### config.mk
export PLATFORM = sky130hd
export DESIGN_NAME = vehicle_video_rtp_deframer_core
export DESIGN_NICKNAME = d
export VERILOG_FILES = /design/src/rtl/vvrd_pkg.sv /design/src/rtl/vvrd_front.sv /design/src/rtl/vvrd_queue.sv /design/src/rtl/vvrd_back.sv /design/src/rtl/vehicle_video_rtp_deframer_core.sv
export VERILOG_INCLUDE_DIRS = /design/src /design/src/rtl
export SDC_FILE = /design/constraint.sdc
export NUM_CORES = 1
export LEC_CHECK = 0
export ABC_AREA = 1
export BUFFER_PORTS_ARGS = -buffer_cell sky130_fd_sc_hd__buf_4
export CORE_MARGIN = 3
export CORE_UTILIZATION = 40
export CTS_CLUSTER_SIZE = 30
export DETAILED_ROUTE_END_ITERATION = 10
export PLACE_DENSITY = 0.61
export SLEW_MARGIN = 20
export SYNTH_ARGS = -nofsm -noshare
export SYNTH_HDL_FRONTEND = slang
export SYNTH_SLANG_ARGS = --single-unit
export TNS_END_PERCENT = 1
### constraint.sdc
create_clock -name i_clk -period 13 [get_ports i_clk]
set_input_delay 1.95 -clock i_clk [delete_from_list [all_inputs] [get_ports i_clk]]
set_output_delay 1.95 -clock i_clk [all_outputs]
set_load 0.05 [all_outputs]
### src/rtl/vehicle_video_rtp_deframer_core_macros.svh
// ----------------------------------------------------------------------------
// vehicle video rtp deframer assertion macros
// shared concurrent assertion forms, clocked on i_clk, off during reset
// ----------------------------------------------------------------------------
`ifndef VEHICLE_VIDEO_RTP_DEFRAMER_CORE_MACROS_SVH
`define VEHICLE_VIDEO_RTP_DEFRAMER_CORE_MACROS_SVH

// same-cycle implication
`define VVRD_ASSERT_IMPLY(label, ante, cons) \
    label: assert property (@(posedge i_clk) disable iff (!i_rst_n) (ante) |-> (cons)) \
        else $error("vvrd same-cycle check failed");

// next-cycle implication
`define VVRD_ASSERT_NEXT(label, ante, cons) \
    label: assert property (@(posedge i_clk) disable iff (!i_rst_n) (ante) |=> (cons)) \
        else $error("vvrd next-cycle check failed");

`endif

### src/rtl/vvrd_pkg.sv
// ----------------------------------------------------------------------------
// vvrd_pkg
// shared types and constants of the rtp deframer
// ----------------------------------------------------------------------------
package vvrd_pkg;

    // result kinds, plus one internal code for a stored header byte
    localparam logic [2:0] KIND_HEADER   = 3'd0;
    localparam logic [2:0] KIND_PAYLOAD  = 3'd1;
    localparam logic [2:0] KIND_BAD_HDR  = 3'd2;
    localparam logic [2:0] KIND_BAD_TYPE = 3'd3;
    localparam logic [2:0] KIND_TOO_LONG = 3'd4;
    localparam logic [2:0] KIND_ABORTED  = 3'd5;
    localparam logic [2:0] TOK_HDR_BYTE  = 3'd6;

    // configuration register indexes
    localparam logic CFG_SYNC_WORD = 1'b0;
    localparam logic CFG_MAX_LEN   = 1'b1;

    // configuration reset values
    localparam logic [31:0] SYNC_WORD_RST = 32'h3031_6364;
    localparam logic [15:0] MAX_LEN_RST   = 16'hffff;

    // audio data type code
    localparam logic [1:0] DTYPE_AUDIO = 2'd3;

    // header bytes kept for field extraction (length bytes travel in the token)
    localparam int HDR_STORE_DEPTH = 24;

    // transaction from front to back
    typedef struct packed {
        logic [2:0]  kind;
        logic [7:0]  data;
        logic [4:0]  idx;
        logic [15:0] len;
        logic        last;
    } t_token;

    // queue status toward front and back
    typedef struct packed {
        logic full;
        logic empty;
    } t_q_stat;

endpackage

### src/rtl/vvrd_front.sv
// ----------------------------------------------------------------------------
// vvrd_front
// sync hunt, header byte classification and payload counting, one byte a cycle
// ----------------------------------------------------------------------------
module vvrd_front (
    input  logic            i_clk,
    input  logic            i_rst_n,
    input  logic            i_valid,
    input  logic [7:0]      i_byte_in,
    input  logic            i_abort_chunk,
    input  logic [31:0]     i_sync_word,
    input  logic [15:0]     i_max_len,
    output logic            o_tok_push,
    output vvrd_pkg::t_token o_tok
);
    import vvrd_pkg::*;

    localparam logic [1:0] PH_HUNT = 2'd0;
    localparam logic [1:0] PH_HEAD = 2'd1;
    localparam logic [1:0] PH_BODY = 2'd2;

    localparam logic [7:0] FIRST_HDR_BYTE = 8'h81;
    localparam logic [4:0] IDX_FIRST      = 5'd0;
    localparam logic [4:0] IDX_FLAGS      = 5'd11;
    localparam logic [4:0] LAST_VIDEO     = 5'd25;
    localparam logic [4:0] LAST_AUDIO     = 5'd21;
    localparam logic [4:0] LENHI_VIDEO    = 5'd24;
    localparam logic [4:0] LENHI_AUDIO    = 5'd20;

    logic [1:0]  r_phase, n_phase;
    logic [31:0] r_recent, n_recent;
    logic [4:0]  r_hidx, n_hidx;
    logic [15:0] r_rem, n_rem;
    logic [1:0]  r_dtype, n_dtype;
    logic [7:0]  r_len_hi, n_len_hi;

    logic        go_hunt;
    logic [4:0]  hdr_last;
    logic [4:0]  len_hi_idx;
    logic [15:0] frame_len;
    logic [31:0] shifted;

    assign hdr_last   = (r_dtype == DTYPE_AUDIO) ? LAST_AUDIO : LAST_VIDEO;
    assign len_hi_idx = (r_dtype == DTYPE_AUDIO) ? LENHI_AUDIO : LENHI_VIDEO;
    assign frame_len  = {r_len_hi, i_byte_in};
    assign shifted    = {r_recent[23:0], i_byte_in};

    // per-byte classification
    always_comb begin
        n_phase    = r_phase;
        n_recent   = r_recent;
        n_hidx     = r_hidx;
        n_rem      = r_rem;
        n_dtype    = r_dtype;
        n_len_hi   = r_len_hi;
        go_hunt    = 1'b0;
        o_tok_push = 1'b0;
        o_tok      = '0;
        o_tok.data = i_byte_in;
        o_tok.idx  = r_hidx;
        if (i_valid) begin
            if (i_abort_chunk) begin
                o_tok_push = (r_phase == PH_HEAD) || (r_phase == PH_BODY);
                o_tok.kind = KIND_ABORTED;
                o_tok.data = 8'd0;
                go_hunt    = 1'b1;
            end else begin
                unique case (r_phase)
                    PH_HEAD: begin
                        o_tok_push = 1'b1;
                        n_hidx     = r_hidx + 5'd1;
                        if (r_hidx == IDX_FIRST && i_byte_in != FIRST_HDR_BYTE) begin
                            o_tok.kind = KIND_BAD_HDR;
                            o_tok.data = 8'd0;
                            go_hunt    = 1'b1;
                        end else if (r_hidx == IDX_FLAGS && i_byte_in[7:4] > 4'd3) begin
                            o_tok.kind = KIND_BAD_TYPE;
                            o_tok.data = 8'd0;
                            go_hunt    = 1'b1;
                        end else if (r_hidx == hdr_last) begin
                            o_tok.data = 8'd0;
                            if (frame_len > i_max_len) begin
                                o_tok.kind = KIND_TOO_LONG;
                                go_hunt    = 1'b1;
                            end else begin
                                o_tok.kind = KIND_HEADER;
                                o_tok.len  = frame_len;
                                o_tok.last = (frame_len == 16'd0);
                                if (frame_len == 16'd0) begin
                                    go_hunt = 1'b1;
                                end else begin
                                    n_phase = PH_BODY;
                                    n_hidx  = 5'd0;
                                    n_rem   = frame_len;
                                end
                            end
                        end else begin
                            o_tok.kind = TOK_HDR_BYTE;
                            if (r_hidx == IDX_FLAGS) begin
                                n_dtype = i_byte_in[5:4];
                            end
                            if (r_hidx == len_hi_idx) begin
                                n_len_hi = i_byte_in;
                            end
                        end
                    end
                    PH_BODY: begin
                        o_tok_push = 1'b1;
                        o_tok.kind = KIND_PAYLOAD;
                        o_tok.last = (r_rem <= 16'd1);
                        if (r_rem <= 16'd1) begin
                            go_hunt = 1'b1;
                        end else begin
                            n_rem = r_rem - 16'd1;
                        end
                    end
                    default: begin
                        n_phase  = PH_HUNT;
                        n_recent = shifted;
                        if (shifted == i_sync_word) begin
                            n_phase = PH_HEAD;
                            n_hidx  = 5'd0;
                            n_rem   = 16'd0;
                        end
                    end
                endcase
            end
            if (go_hunt) begin
                n_phase  = PH_HUNT;
                n_recent = 32'd0;
                n_hidx   = 5'd0;
                n_rem    = 16'd0;
            end
        end
    end

    // parser state
    always_ff @(posedge i_clk) begin
        if (!i_rst_n) begin
            r_phase  <= PH_HUNT;
            r_recent <= 32'd0;
            r_hidx   <= 5'd0;
            r_rem    <= 16'd0;
            r_dtype  <= 2'd0;
            r_len_hi <= 8'd0;
        end else begin
            r_phase  <= n_phase;
            r_recent <= n_recent;
            r_hidx   <= n_hidx;
            r_rem    <= n_rem;
            r_dtype  <= n_dtype;
            r_len_hi <= n_len_hi;
        end
    end

endmodule

### src/rtl/vvrd_queue.sv
// ----------------------------------------------------------------------------
// vvrd_queue
// short token queue between front and back
// ----------------------------------------------------------------------------
module vvrd_queue #(
    parameter int DEPTH = 4
) (
    input  logic             i_clk,
    input  logic             i_rst_n,
    input  logic             i_push,
    input  vvrd_pkg::t_token i_tok,
    input  logic             i_pop,
    output vvrd_pkg::t_token o_tok,
    output vvrd_pkg::t_q_stat o_stat
);
    import vvrd_pkg::*;

    localparam int PW = (DEPTH > 1) ? $clog2(DEPTH) : 1;
    localparam int CW = $clog2(DEPTH + 1);

    t_token        r_mem [DEPTH];
    logic [PW-1:0] r_wr_ptr, r_rd_ptr;
    logic [CW-1:0] r_count;
    logic          do_push, do_pop;

    assign o_stat.full  = (r_count == CW'(DEPTH));
    assign o_stat.empty = (r_count == '0);
    assign do_push      = i_push && !o_stat.full;
    assign do_pop       = i_pop && !o_stat.empty;
    assign o_tok        = r_mem[r_rd_ptr];

    // entry storage
    always_ff @(posedge i_clk) begin
        if (do_push) begin
            r_mem[r_wr_ptr] <= i_tok;
        end
    end

    // pointers and fill count
    always_ff @(posedge i_clk) begin
        if (!i_rst_n) begin
            r_wr_ptr <= '0;
            r_rd_ptr <= '0;
            r_count  <= '0;
        end else begin
            if (do_push) begin
                r_wr_ptr <= (r_wr_ptr == PW'(DEPTH - 1)) ? '0 : r_wr_ptr + PW'(1);
            end
            if (do_pop) begin
                r_rd_ptr <= (r_rd_ptr == PW'(DEPTH - 1)) ? '0 : r_rd_ptr + PW'(1);
            end
            if (do_push && !do_pop) begin
                r_count <= r_count + CW'(1);
            end else if (do_pop && !do_push) begin
                r_count <= r_count - CW'(1);
            end
        end
    end

endmodule

### src/rtl/vvrd_back.sv
// ----------------------------------------------------------------------------
// vvrd_back
// header byte store, record assembly and the output register
// ----------------------------------------------------------------------------
module vvrd_back (
    input  logic             i_clk,
    input  logic             i_rst_n,
    input  vvrd_pkg::t_token i_tok,
    input  vvrd_pkg::t_q_stat i_q_stat,
    output logic             o_tok_pop,
    input  logic             i_pop,
    output logic             o_valid,
    output logic [2:0]       o_kind,
    output logic [7:0]       o_byte_value,
    output logic             o_last_of_frame,
    output logic [6:0]       o_payload_type,
    output logic [15:0]      o_sequence_number,
    output logic [47:0]      o_sim_bcd,
    output logic [7:0]       o_logic_channel,
    output logic [3:0]       o_part_flag,
    output logic [1:0]       o_data_type,
    output logic [63:0]      o_timestamp,
    output logic [15:0]      o_frame_gap_ms,
    output logic [15:0]      o_data_length
);
    import vvrd_pkg::*;

    logic [7:0] r_hdr [HDR_STORE_DEPTH];
    logic       r_valid;
    logic       slot_free;
    logic       is_store;
    logic       load_out;
    logic       is_header;
    logic [1:0] hdr_dtype;

    assign slot_free = !r_valid || i_pop;
    assign is_store  = (i_tok.kind == TOK_HDR_BYTE);
    assign o_tok_pop = !i_q_stat.empty && (is_store || slot_free);
    assign load_out  = o_tok_pop && !is_store;
    assign is_header = (i_tok.kind == KIND_HEADER);
    assign hdr_dtype = r_hdr[11][5:4];
    assign o_valid   = r_valid;

    // header bytes land at their header offset
    always_ff @(posedge i_clk) begin
        if (o_tok_pop && is_store && i_tok.idx < 5'(HDR_STORE_DEPTH)) begin
            r_hdr[i_tok.idx] <= i_tok.data;
        end
    end

    // result fields
    always_ff @(posedge i_clk) begin
        if (load_out) begin
            o_kind          <= i_tok.kind;
            o_byte_value    <= (i_tok.kind == KIND_PAYLOAD) ? i_tok.data : 8'd0;
            o_last_of_frame <= i_tok.last;
            if (is_header) begin
                o_payload_type    <= r_hdr[1][6:0];
                o_sequence_number <= {r_hdr[2], r_hdr[3]};
                o_sim_bcd         <= {r_hdr[4], r_hdr[5], r_hdr[6],
                                      r_hdr[7], r_hdr[8], r_hdr[9]};
                o_logic_channel   <= r_hdr[10];
                o_part_flag       <= r_hdr[11][3:0];
                o_data_type       <= hdr_dtype;
                o_timestamp       <= {r_hdr[12], r_hdr[13], r_hdr[14], r_hdr[15],
                                      r_hdr[16], r_hdr[17], r_hdr[18], r_hdr[19]};
                o_frame_gap_ms    <= (hdr_dtype == DTYPE_AUDIO) ? 16'd0
                                                                : {r_hdr[22], r_hdr[23]};
                o_data_length     <= i_tok.len;
            end else begin
                o_payload_type    <= 7'd0;
                o_sequence_number <= 16'd0;
                o_sim_bcd         <= 48'd0;
                o_logic_channel   <= 8'd0;
                o_part_flag       <= 4'd0;
                o_data_type       <= 2'd0;
                o_timestamp       <= 64'd0;
                o_frame_gap_ms    <= 16'd0;
                o_data_length     <= 16'd0;
            end
        end
    end

    // output occupancy
    always_ff @(posedge i_clk) begin
        if (!i_rst_n) begin
            r_valid <= 1'b0;
        end else if (load_out) begin
            r_valid <= 1'b1;
        end else if (i_pop) begin
            r_valid <= 1'b0;
        end
    end

endmodule

### src/rtl/vehicle_video_rtp_deframer_core.sv
// ----------------------------------------------------------------------------
// vehicle_video_rtp_deframer_core
// rtp style video/audio frame deframer: sync hunt, header record, payload bytes
// path: the token of a taken byte is written into the token queue, and the back end
// moves it from there into the output register
// throughput: one byte per cycle while full is low, set by the single-byte front parser step
// full rises only when the token queue fills under output back-pressure
// reset: synchronous active-low i_rst_n; back to sync hunt, queue and output empty
// ----------------------------------------------------------------------------
module vehicle_video_rtp_deframer_core #(
    parameter int QUEUE_DEPTH = 4
) (
    input  logic        i_clk,
    input  logic        i_rst_n,
    input  logic        push,
    output logic        full,
    input  logic [7:0]  i_byte_in,
    input  logic        i_abort_chunk,
    output logic        empty,
    input  logic        pop,
    output logic [2:0]  o_kind,
    output logic [7:0]  o_byte_value,
    output logic        o_last_of_frame,
    output logic [6:0]  o_payload_type,
    output logic [15:0] o_sequence_number,
    output logic [47:0] o_sim_bcd,
    output logic [7:0]  o_logic_channel,
    output logic [3:0]  o_part_flag,
    output logic [1:0]  o_data_type,
    output logic [63:0] o_timestamp,
    output logic [15:0] o_frame_gap_ms,
    output logic [15:0] o_data_length,
    input  logic        i_cfg_we,
    input  logic        i_cfg_idx,
    input  logic [31:0] i_cfg_data
);
    import vvrd_pkg::*;

    `include "vehicle_video_rtp_deframer_core_macros.svh"

    logic [31:0] r_sync_word;
    logic [15:0] r_max_len;
    logic        fe_valid;
    logic        fe_push;
    t_token      fe_tok;
    t_token      q_tok;
    t_q_stat     q_stat;
    logic        be_pop;
    logic        be_valid;

    // configuration registers
    always_ff @(posedge i_clk) begin
        if (!i_rst_n) begin
            r_sync_word <= SYNC_WORD_RST;
            r_max_len   <= MAX_LEN_RST;
        end else if (i_cfg_we) begin
            unique case (i_cfg_idx)
                CFG_SYNC_WORD: r_sync_word <= i_cfg_data;
                CFG_MAX_LEN:   r_max_len   <= i_cfg_data[15:0];
                default:       r_max_len   <= r_max_len;
            endcase
        end
    end

    // input transaction
    assign full     = q_stat.full;
    assign fe_valid = push && !q_stat.full;
    assign empty    = !be_valid;

    // front parser
    vvrd_front u_front (
        .i_clk         (i_clk),
        .i_rst_n       (i_rst_n),
        .i_valid       (fe_valid),
        .i_byte_in     (i_byte_in),
        .i_abort_chunk (i_abort_chunk),
        .i_sync_word   (r_sync_word),
        .i_max_len     (r_max_len),
        .o_tok_push    (fe_push),
        .o_tok         (fe_tok)
    );

    // decoupling queue
    vvrd_queue #(
        .DEPTH (QUEUE_DEPTH)
    ) u_queue (
        .i_clk   (i_clk),
        .i_rst_n (i_rst_n),
        .i_push  (fe_push),
        .i_tok   (fe_tok),
        .i_pop   (be_pop),
        .o_tok   (q_tok),
        .o_stat  (q_stat)
    );

    // record assembly and output
    vvrd_back u_back (
        .i_clk             (i_clk),
        .i_rst_n           (i_rst_n),
        .i_tok             (q_tok),
        .i_q_stat          (q_stat),
        .o_tok_pop         (be_pop),
        .i_pop             (pop),
        .o_valid           (be_valid),
        .o_kind            (o_kind),
        .o_byte_value      (o_byte_value),
        .o_last_of_frame   (o_last_of_frame),
        .o_payload_type    (o_payload_type),
        .o_sequence_number (o_sequence_number),
        .o_sim_bcd         (o_sim_bcd),
        .o_logic_channel   (o_logic_channel),
        .o_part_flag       (o_part_flag),
        .o_data_type       (o_data_type),
        .o_timestamp       (o_timestamp),
        .o_frame_gap_ms    (o_frame_gap_ms),
        .o_data_length     (o_data_length)
    );

    // front never writes a token that the queue cannot take
    `VVRD_ASSERT_IMPLY(a_no_push_when_full, fe_push, !q_stat.full)
    // non-payload results carry a zero byte value
    `VVRD_ASSERT_IMPLY(a_zero_byte_value, !empty && o_kind != KIND_PAYLOAD, o_byte_value == 8'd0)
    // nothing shows up at the output without a queued transaction
    `VVRD_ASSERT_NEXT(a_no_spurious_result, empty && q_stat.empty, empty)

endmodule
[After elaboration in Yosys (flattened, before gate mapping)]
Memories as Yosys holds them, arrays and structs flattened. A register that Yosys moved wholly into a read port is not among the register bits.
Index checks and enable logic that the tools add are counted.
Storage, ports and cells
  flip-flop bits (word level): 147
  latch bits: 0
  memory bits (writable): 324
  bits in read-only memories: 0
  input bits: 47
  output and inout bits: 195
  word-level logic and storage cells: 189
  memories kept: 2
Memories
  u_back.r_hdr: depth 24, width 8, rd ports 21, clocked after memory_dff 20, write ports 1, line vvrd_back.sv:28  | logic [7:0] r_hdr [HDR_STORE_DEPTH];
  u_queue.r_mem: depth 4, width 33, rd ports 1, clocked after memory_dff 1, write ports 1, line vvrd_queue.sv:21  | t_token r_mem [DEPTH];
Cells by class
  add/subtract/negate cells: 6
  multipliers: 0
  div/mod/pow operators: 0
  order comparisons: 4
  equal/unequal tests: 23
  shifts and indexed selects: 0
  multiplexer cells: 74
  bitwise logic cells: 6
  reductions and logical operators: 56
Operator list (count)
  16-bit 2-to-1 mux: 10
  17-bit 2-to-1 mux: 6
  24-bit 2-to-1 mux: 3
  11-bit 2-to-1 mux: 4
  5-bit 2-to-1 mux: 8
  32-bit equality test: 1
  16-bit case mux with 2 select lines: 1
  1-bit zero test: 24
  2-bit 2-to-1 mux: 11
  1-bit 2-to-1 mux: 18
  3-bit inequality test, second input constant: 6
  16-bit greater-than comparator: 1
  16-bit by 1-bit <= comparator with 1-bit output, second input constant: 1
  16-bit zero test: 1
  8-bit 2-to-1 mux: 2
  16-bit by 1-bit subtractor with 16-bit output, second input constant: 1
  7-bit AND reduction: 2
  3-bit 2-to-1 mux: 4
  1-bit logical AND: 11
  2-bit equality test, second input constant: 5
  5-bit equality test: 2
  5-bit case mux with 2 select lines: 1
  9-bit AND reduction: 1
  4-bit 2-to-1 mux: 2
  28 further kinds: 43

[Longest topological paths before layout]
  depth after elaboration: 11
  depth in mapped cells: 24
  gate-level depth less buffers: 24

[Cells and area by module]
A second synthesis with hierarchy kept.
Second synthesis, totals
  cells, all modules: 2133
  area total of the unflattened synthesis: 24242.0 um^2
Modules (own cells, without submodules)
  vvrd_back: times used 1, cells an instance 811, area each 12640.9 um^2
  vvrd_queue: times used 1, cells an instance 391, area each 5418.9 um^2
  vvrd_front: times used 1, cells an instance 673, area each 4300.4 um^2
  vehicle_video_rtp_deframer_core: times used 1, cells an instance 258, area each 1881.8 um^2

[Worst setup path before layout]
No wires, ideal clock.
  kind: in2reg
  start point: in pop
  end point: reg u_back.o_frame_gap_ms[0], in the netlist o_frame_gap_ms[0], read port of u_back.r_hdr (enable)
  library setup time: 545 ps
  arrival time: 6083 ps
  required time: 12455 ps
  path slack: 6372 ps
  cell stages on the path: 5
  cell sequence: or2_2 > o21ai_0 > inv_1 > nand2_1 > inv_1
Between the ends
  longest elaborated chain between the ends: 4
RTL lines
  start, declared: line vehicle_video_rtp_deframer_core.sv:20  | input logic pop,
  1-bit logical OR: line vvrd_back.sv:36  | assign slot_free = !r_valid || i_pop;
  1-bit logical OR: line vvrd_back.sv:38  | assign o_tok_pop = !i_q_stat.empty && (is_store || slot_free);
  1-bit logical AND: line vvrd_back.sv:38
  1-bit logical AND: line vvrd_back.sv:39  | assign load_out = o_tok_pop && !is_store;
  via u_back.load_out: line vvrd_back.sv:32  | logic load_out;
  end, declared: line vvrd_back.sv:23  | output logic [15:0] o_frame_gap_ms,
The timed path passes the listed nets, and every way through them passes these cells.
A chain may end at the register's enable or synchronous reset.

==> results.md <==
- Status: finished, final reports clean
- Post-synthesis async set-or-reset flop share: 0%
- Post-CTS Resized: 0
- Initial antenna violation count: 0
- Die Ht: 250 µm
- Detailed-router iteration count before antenna repair: 7
- Mapped Nets: 2126
- R2R Setup Slk: 8.52 ns
- CP max FO: 132
- Area after DPL: 26300 µm²
- Antenna-violating nets left: 0
- RSZ-0062 raised after global routing: no
- H-tree levels: 2
- Via/cell ratio: 4.87
- Mapped Cells: 2049
- Initial Util: 40.8%
- Largest family of logic cells by synthesized area: simple AND/OR/NAND/NOR gates
- Final setup violation count: 0
- R2R cell count: 11
- Slowest stage delay, CP: 0.75 ns
- PortBufs: 241
- Worst skew pair latency: 0.63 ns
- Crit Path Class: reg2reg
- Layout cell share with drive strength beyond 1: 17.7%
- Peak Freq: 223 MHz
- Routability cong.: 0.857
- Hold path depth: 2
- Area contributors post-synth: edfxtp_1 62%, dfxtp_1 9.7%, nor2_1 6.4%
- Vias: 15098
- Hold_buf cts: 0
- Clock sinks: 605
- Setup crit start kind: flip-flop
- Met1 WL: 23.3 mm
- Metal2 WL: 26.6 mm
- Worst vdd ir: 0.000257 V
- Critical-path top delay cell: buf_4
- CP endpoint kind: flip-flop
- MaxCap Viol Count: 0
- Synth Area in Compound Gates: 6.43%
- Largest net degree at the start of global routing: 133
- Final setup TNS: 0 ns
- Post-Synth Simple-Gate Area: 13.3%
- DR iter-0 viols: 1122
- Met3 WL post-DR: 3.59 mm
- GRT overflow: 0
- Sequential area share after synthesis: 71.4%
- TritonCTS buffer count: 61
- IO Pins: 242
- Worst hold path startpoint: u_front.r_recent[23]
- Post-CTS setup buffer count: 0
- Die width: 250 µm
- Diodes inserted: 0
- Leakage power: 11.4 nW
- Clock transition at path regs: 0.06 ns
- Worst Max-Slew Pin Slew: 1.12 ns
- PwrDens: 260 nW/µm²
- Final Cycle Share: 34.4%
- DRC Markers: 0
- Total track usage: 17.4%
- Yosys warns: 0
- DP Wirelength: 36.1 mm
- Most frequent CP cell: inv_1
- Synth Register Bits: 605
- Per-cell routed wire length: 17.8 µm
- Max Slew Vio Count: 0
- Fill count: 5143
- Mux cell area share after synthesis: 0%
- Min Tclk post-route: 4.48 ns
- Worst r2r dst: u_back.o_sim_bcd[33]
- Final Hold Viols: 0
- Uppermost layer routed: met4
- Hold EP: u_front.r_recent[23]
- CP arrival: 4.73 ns
- Share of the synthesized area in the top cell type: 61.8%
- DIE AREA: 62500 µm²
- CP Cell Sequence: inv_1, buf_4, nand2_1, a32oi_1, inv_1, nor3_2, o21ai_0, inv_1, nand2_1, inv_8, buf_4
- Netlist Area Pre-Place: 23800 µm²
- Rows: 88
- Adder-cell area share of the yosys netlist: 1.61%
- Clock Tree Buf Depth: 3
- CTS tree: done
- Synth Area per Inst: 11.6 µm²
- NumNets Final: 2359
- First-pass GRT wire length: 85.4 mm
- Rel. slew slack: 25.2%
- Post-synth EDFFs: 490
- Synth area leader: edfxtp_1
- Area growth, synth to finish: 19.4%
- Core ar.: 58400 µm²
- Worst Skew: 0.0233 ns
- Final Cell Area: 28400 µm²
- Clock root buffer: clkbuf_16
- Top FF cell, synth: edfxtp_1
- Required time of the worst setup path: 13.26 ns
- XOR/XNOR Fraction of Synth Area: 0.919%
- Post-synth cell types: 49
- Min-delay worst type: reg2reg
- Routed WL: 55.0 mm
- Vias in the first global route: 14775
[per-stage QoR]
stage | cells | setup slack [ns] | total power, mW | util, % | hold slack, ns
after floorplan | 2049 | 6.37 | 4.78 | - | 0.437
after global placement | 2984 | 8.16 | 5.60 | 45.0 | 0.457
after detailed placement | 2984 | 8.13 | 5.64 | 45.1 | 0.463
after CTS | 3098 | 8.40 | 7.48 | 48.7 | 0.472
after global routing | 3098 | 8.10 | 7.72 | 48.7 | 0.476
final | 3098 | 8.52 | 7.39 | 48.7 | 0.472
[layout make-up]
class,instances,area (µm²),share of cell area [%]
Sequential cell,605,17000,59.8
Multi-Input combinational cell,1072,5330,18.7
Tap cell,765,957,3.37
Inverter,289,1100,3.86
Clock buffer,68,1580,5.57
Timing Repair Buffer,253,1900,6.68
Clock inverter,46,562,1.98
[worst max path at each step]
stage | from | to | slack (ns) | cells past startpoint
after detailed placement | push | u_queue.r_mem[3][11] | 8.13 | 8
final | flip-flop | u_back.o_sim_bcd[33] | 8.52 | 11
after global routing | flip-flop | u_back.o_sim_bcd[33] | 8.10 | 11
after CTS | flip-flop | u_back.o_sequence_number[11] | 8.40 | 11
after floorplan | pop | o_frame_gap_ms[0] | 6.37 | 5
after global placement | push | u_queue.r_mem[3][15] | 8.16 | 8
[placed cells by master, fill, tap and decap left out, types with 5 or more instances in the layout]
| cell | Yosys | layout |
|---|---|---|
| nand2_1 | 211 | 208 |
| inv_2 | 5 | 6 |
| or2_2 | 6 | 6 |
| inv_1 | 280 | 277 |
| dfxtp_1 | 115 | 114 |
| clkbuf_1 | 38 | 5 |
| xor2_1 | 5 | 5 |
| nor3_1 | 9 | 9 |
| ha_1 | 29 | 29 |
| nor2_2 | 4 | 8 |
| nor4_1 | 16 | 16 |
| o21ai_0 | 104 | 104 |
| o211ai_1 | 19 | 19 |
| buf_4 | 4 | 253 |
| a21oi_1 | 101 | 101 |
| clkinv_2 | 0 | 13 |
| a32oi_1 | 8 | 8 |
| o22ai_1 | 7 | 7 |
| edfxtp_1 | 490 | 490 |
| bufinv_16 | 0 | 11 |
| nand3_1 | 49 | 49 |
| nand4_1 | 19 | 19 |
| a21oi_2 | 11 | 11 |
| clkinvlp_4 | 0 | 5 |
| clkinv_1 | 3 | 16 |
| nand3_2 | 11 | 11 |
| xnor2_1 | 20 | 20 |
| clkbuf_16 | 0 | 62 |
| nor2_1 | 409 | 405 |
| o2111ai_1 | 5 | 5 |
[power by group]
part	leakage [nW]	switching, mW	internal, mW
Combinational	4.74	2.07	0.567
Clock	1.04	0.739	1.10
Sequential	5.60	0.164	2.75
Total	11.4	2.98	4.42
[kinds of logic after synthesis]
| family | after synthesis |
|---|---|
| AO/OA/AOI/OAI | 268 |
| XOR/XNOR | 25 |
| adder cells (fa/ha/maj) | 30 |
| buffers and inverters | 372 |
| flip-flops | 605 |
| AND/OR/NAND/NOR | 749 |
[worst max-delay path, delay by kind of cell, from the launching register on]
kind | cells | cell delay, ns
flip-flops | 1 | 0.35
AO/OA/AOI/OAI | 2 | 0.47
AND/OR/NAND/NOR | 3 | 0.44
buffers and inverters | 6 | 2.76
[flip-flops by register name (all words and copies together) (netlist names), 7 cells and up, named ones only]
name	count
o_frame_gap_ms	16
r_max_len	16
r_sync_word	32
u_back.o_byte_value	8
u_back.o_data_length	16
u_back.o_logic_channel	8
u_back.o_payload_type	7
u_back.o_sequence_number	16
u_back.o_sim_bcd	48
u_back.o_timestamp	64
u_back.r_hdr	165
u_front.r_len_hi	8
u_front.r_recent	24
u_front.r_rem	16
u_queue.r_mem	132
[synthesized netlist by cell type (6+ instances only)]
library cell and n:
nor4_1 16, buf_1 13, xnor2_1 20, o21ai_0 104, nand4_1 19, nand2_1 211
nand3_2 11, inv_1 280, buf_6 6, ha_1 29, o22ai_1 7, a32oi_1 8
buf_2 21, dfxtp_1 115, o211ai_1 19, clkbuf_1 38, or2_2 6, edfxtp_1 490
nand3_1 49, nor2_1 409, a21oi_2 11, a21oi_1 101, nor3_1 9
[metal layers]
layer / GRT usage (%) / vias to the layer above
met1: 22.9 / 7170
met3: 3.42 / 95
met2: 29.1 / 488
met4: 5.34 / 0
li1: - / 7345
met5: 0 / -
Note: power is estimated with default switching activity, not from simulation.
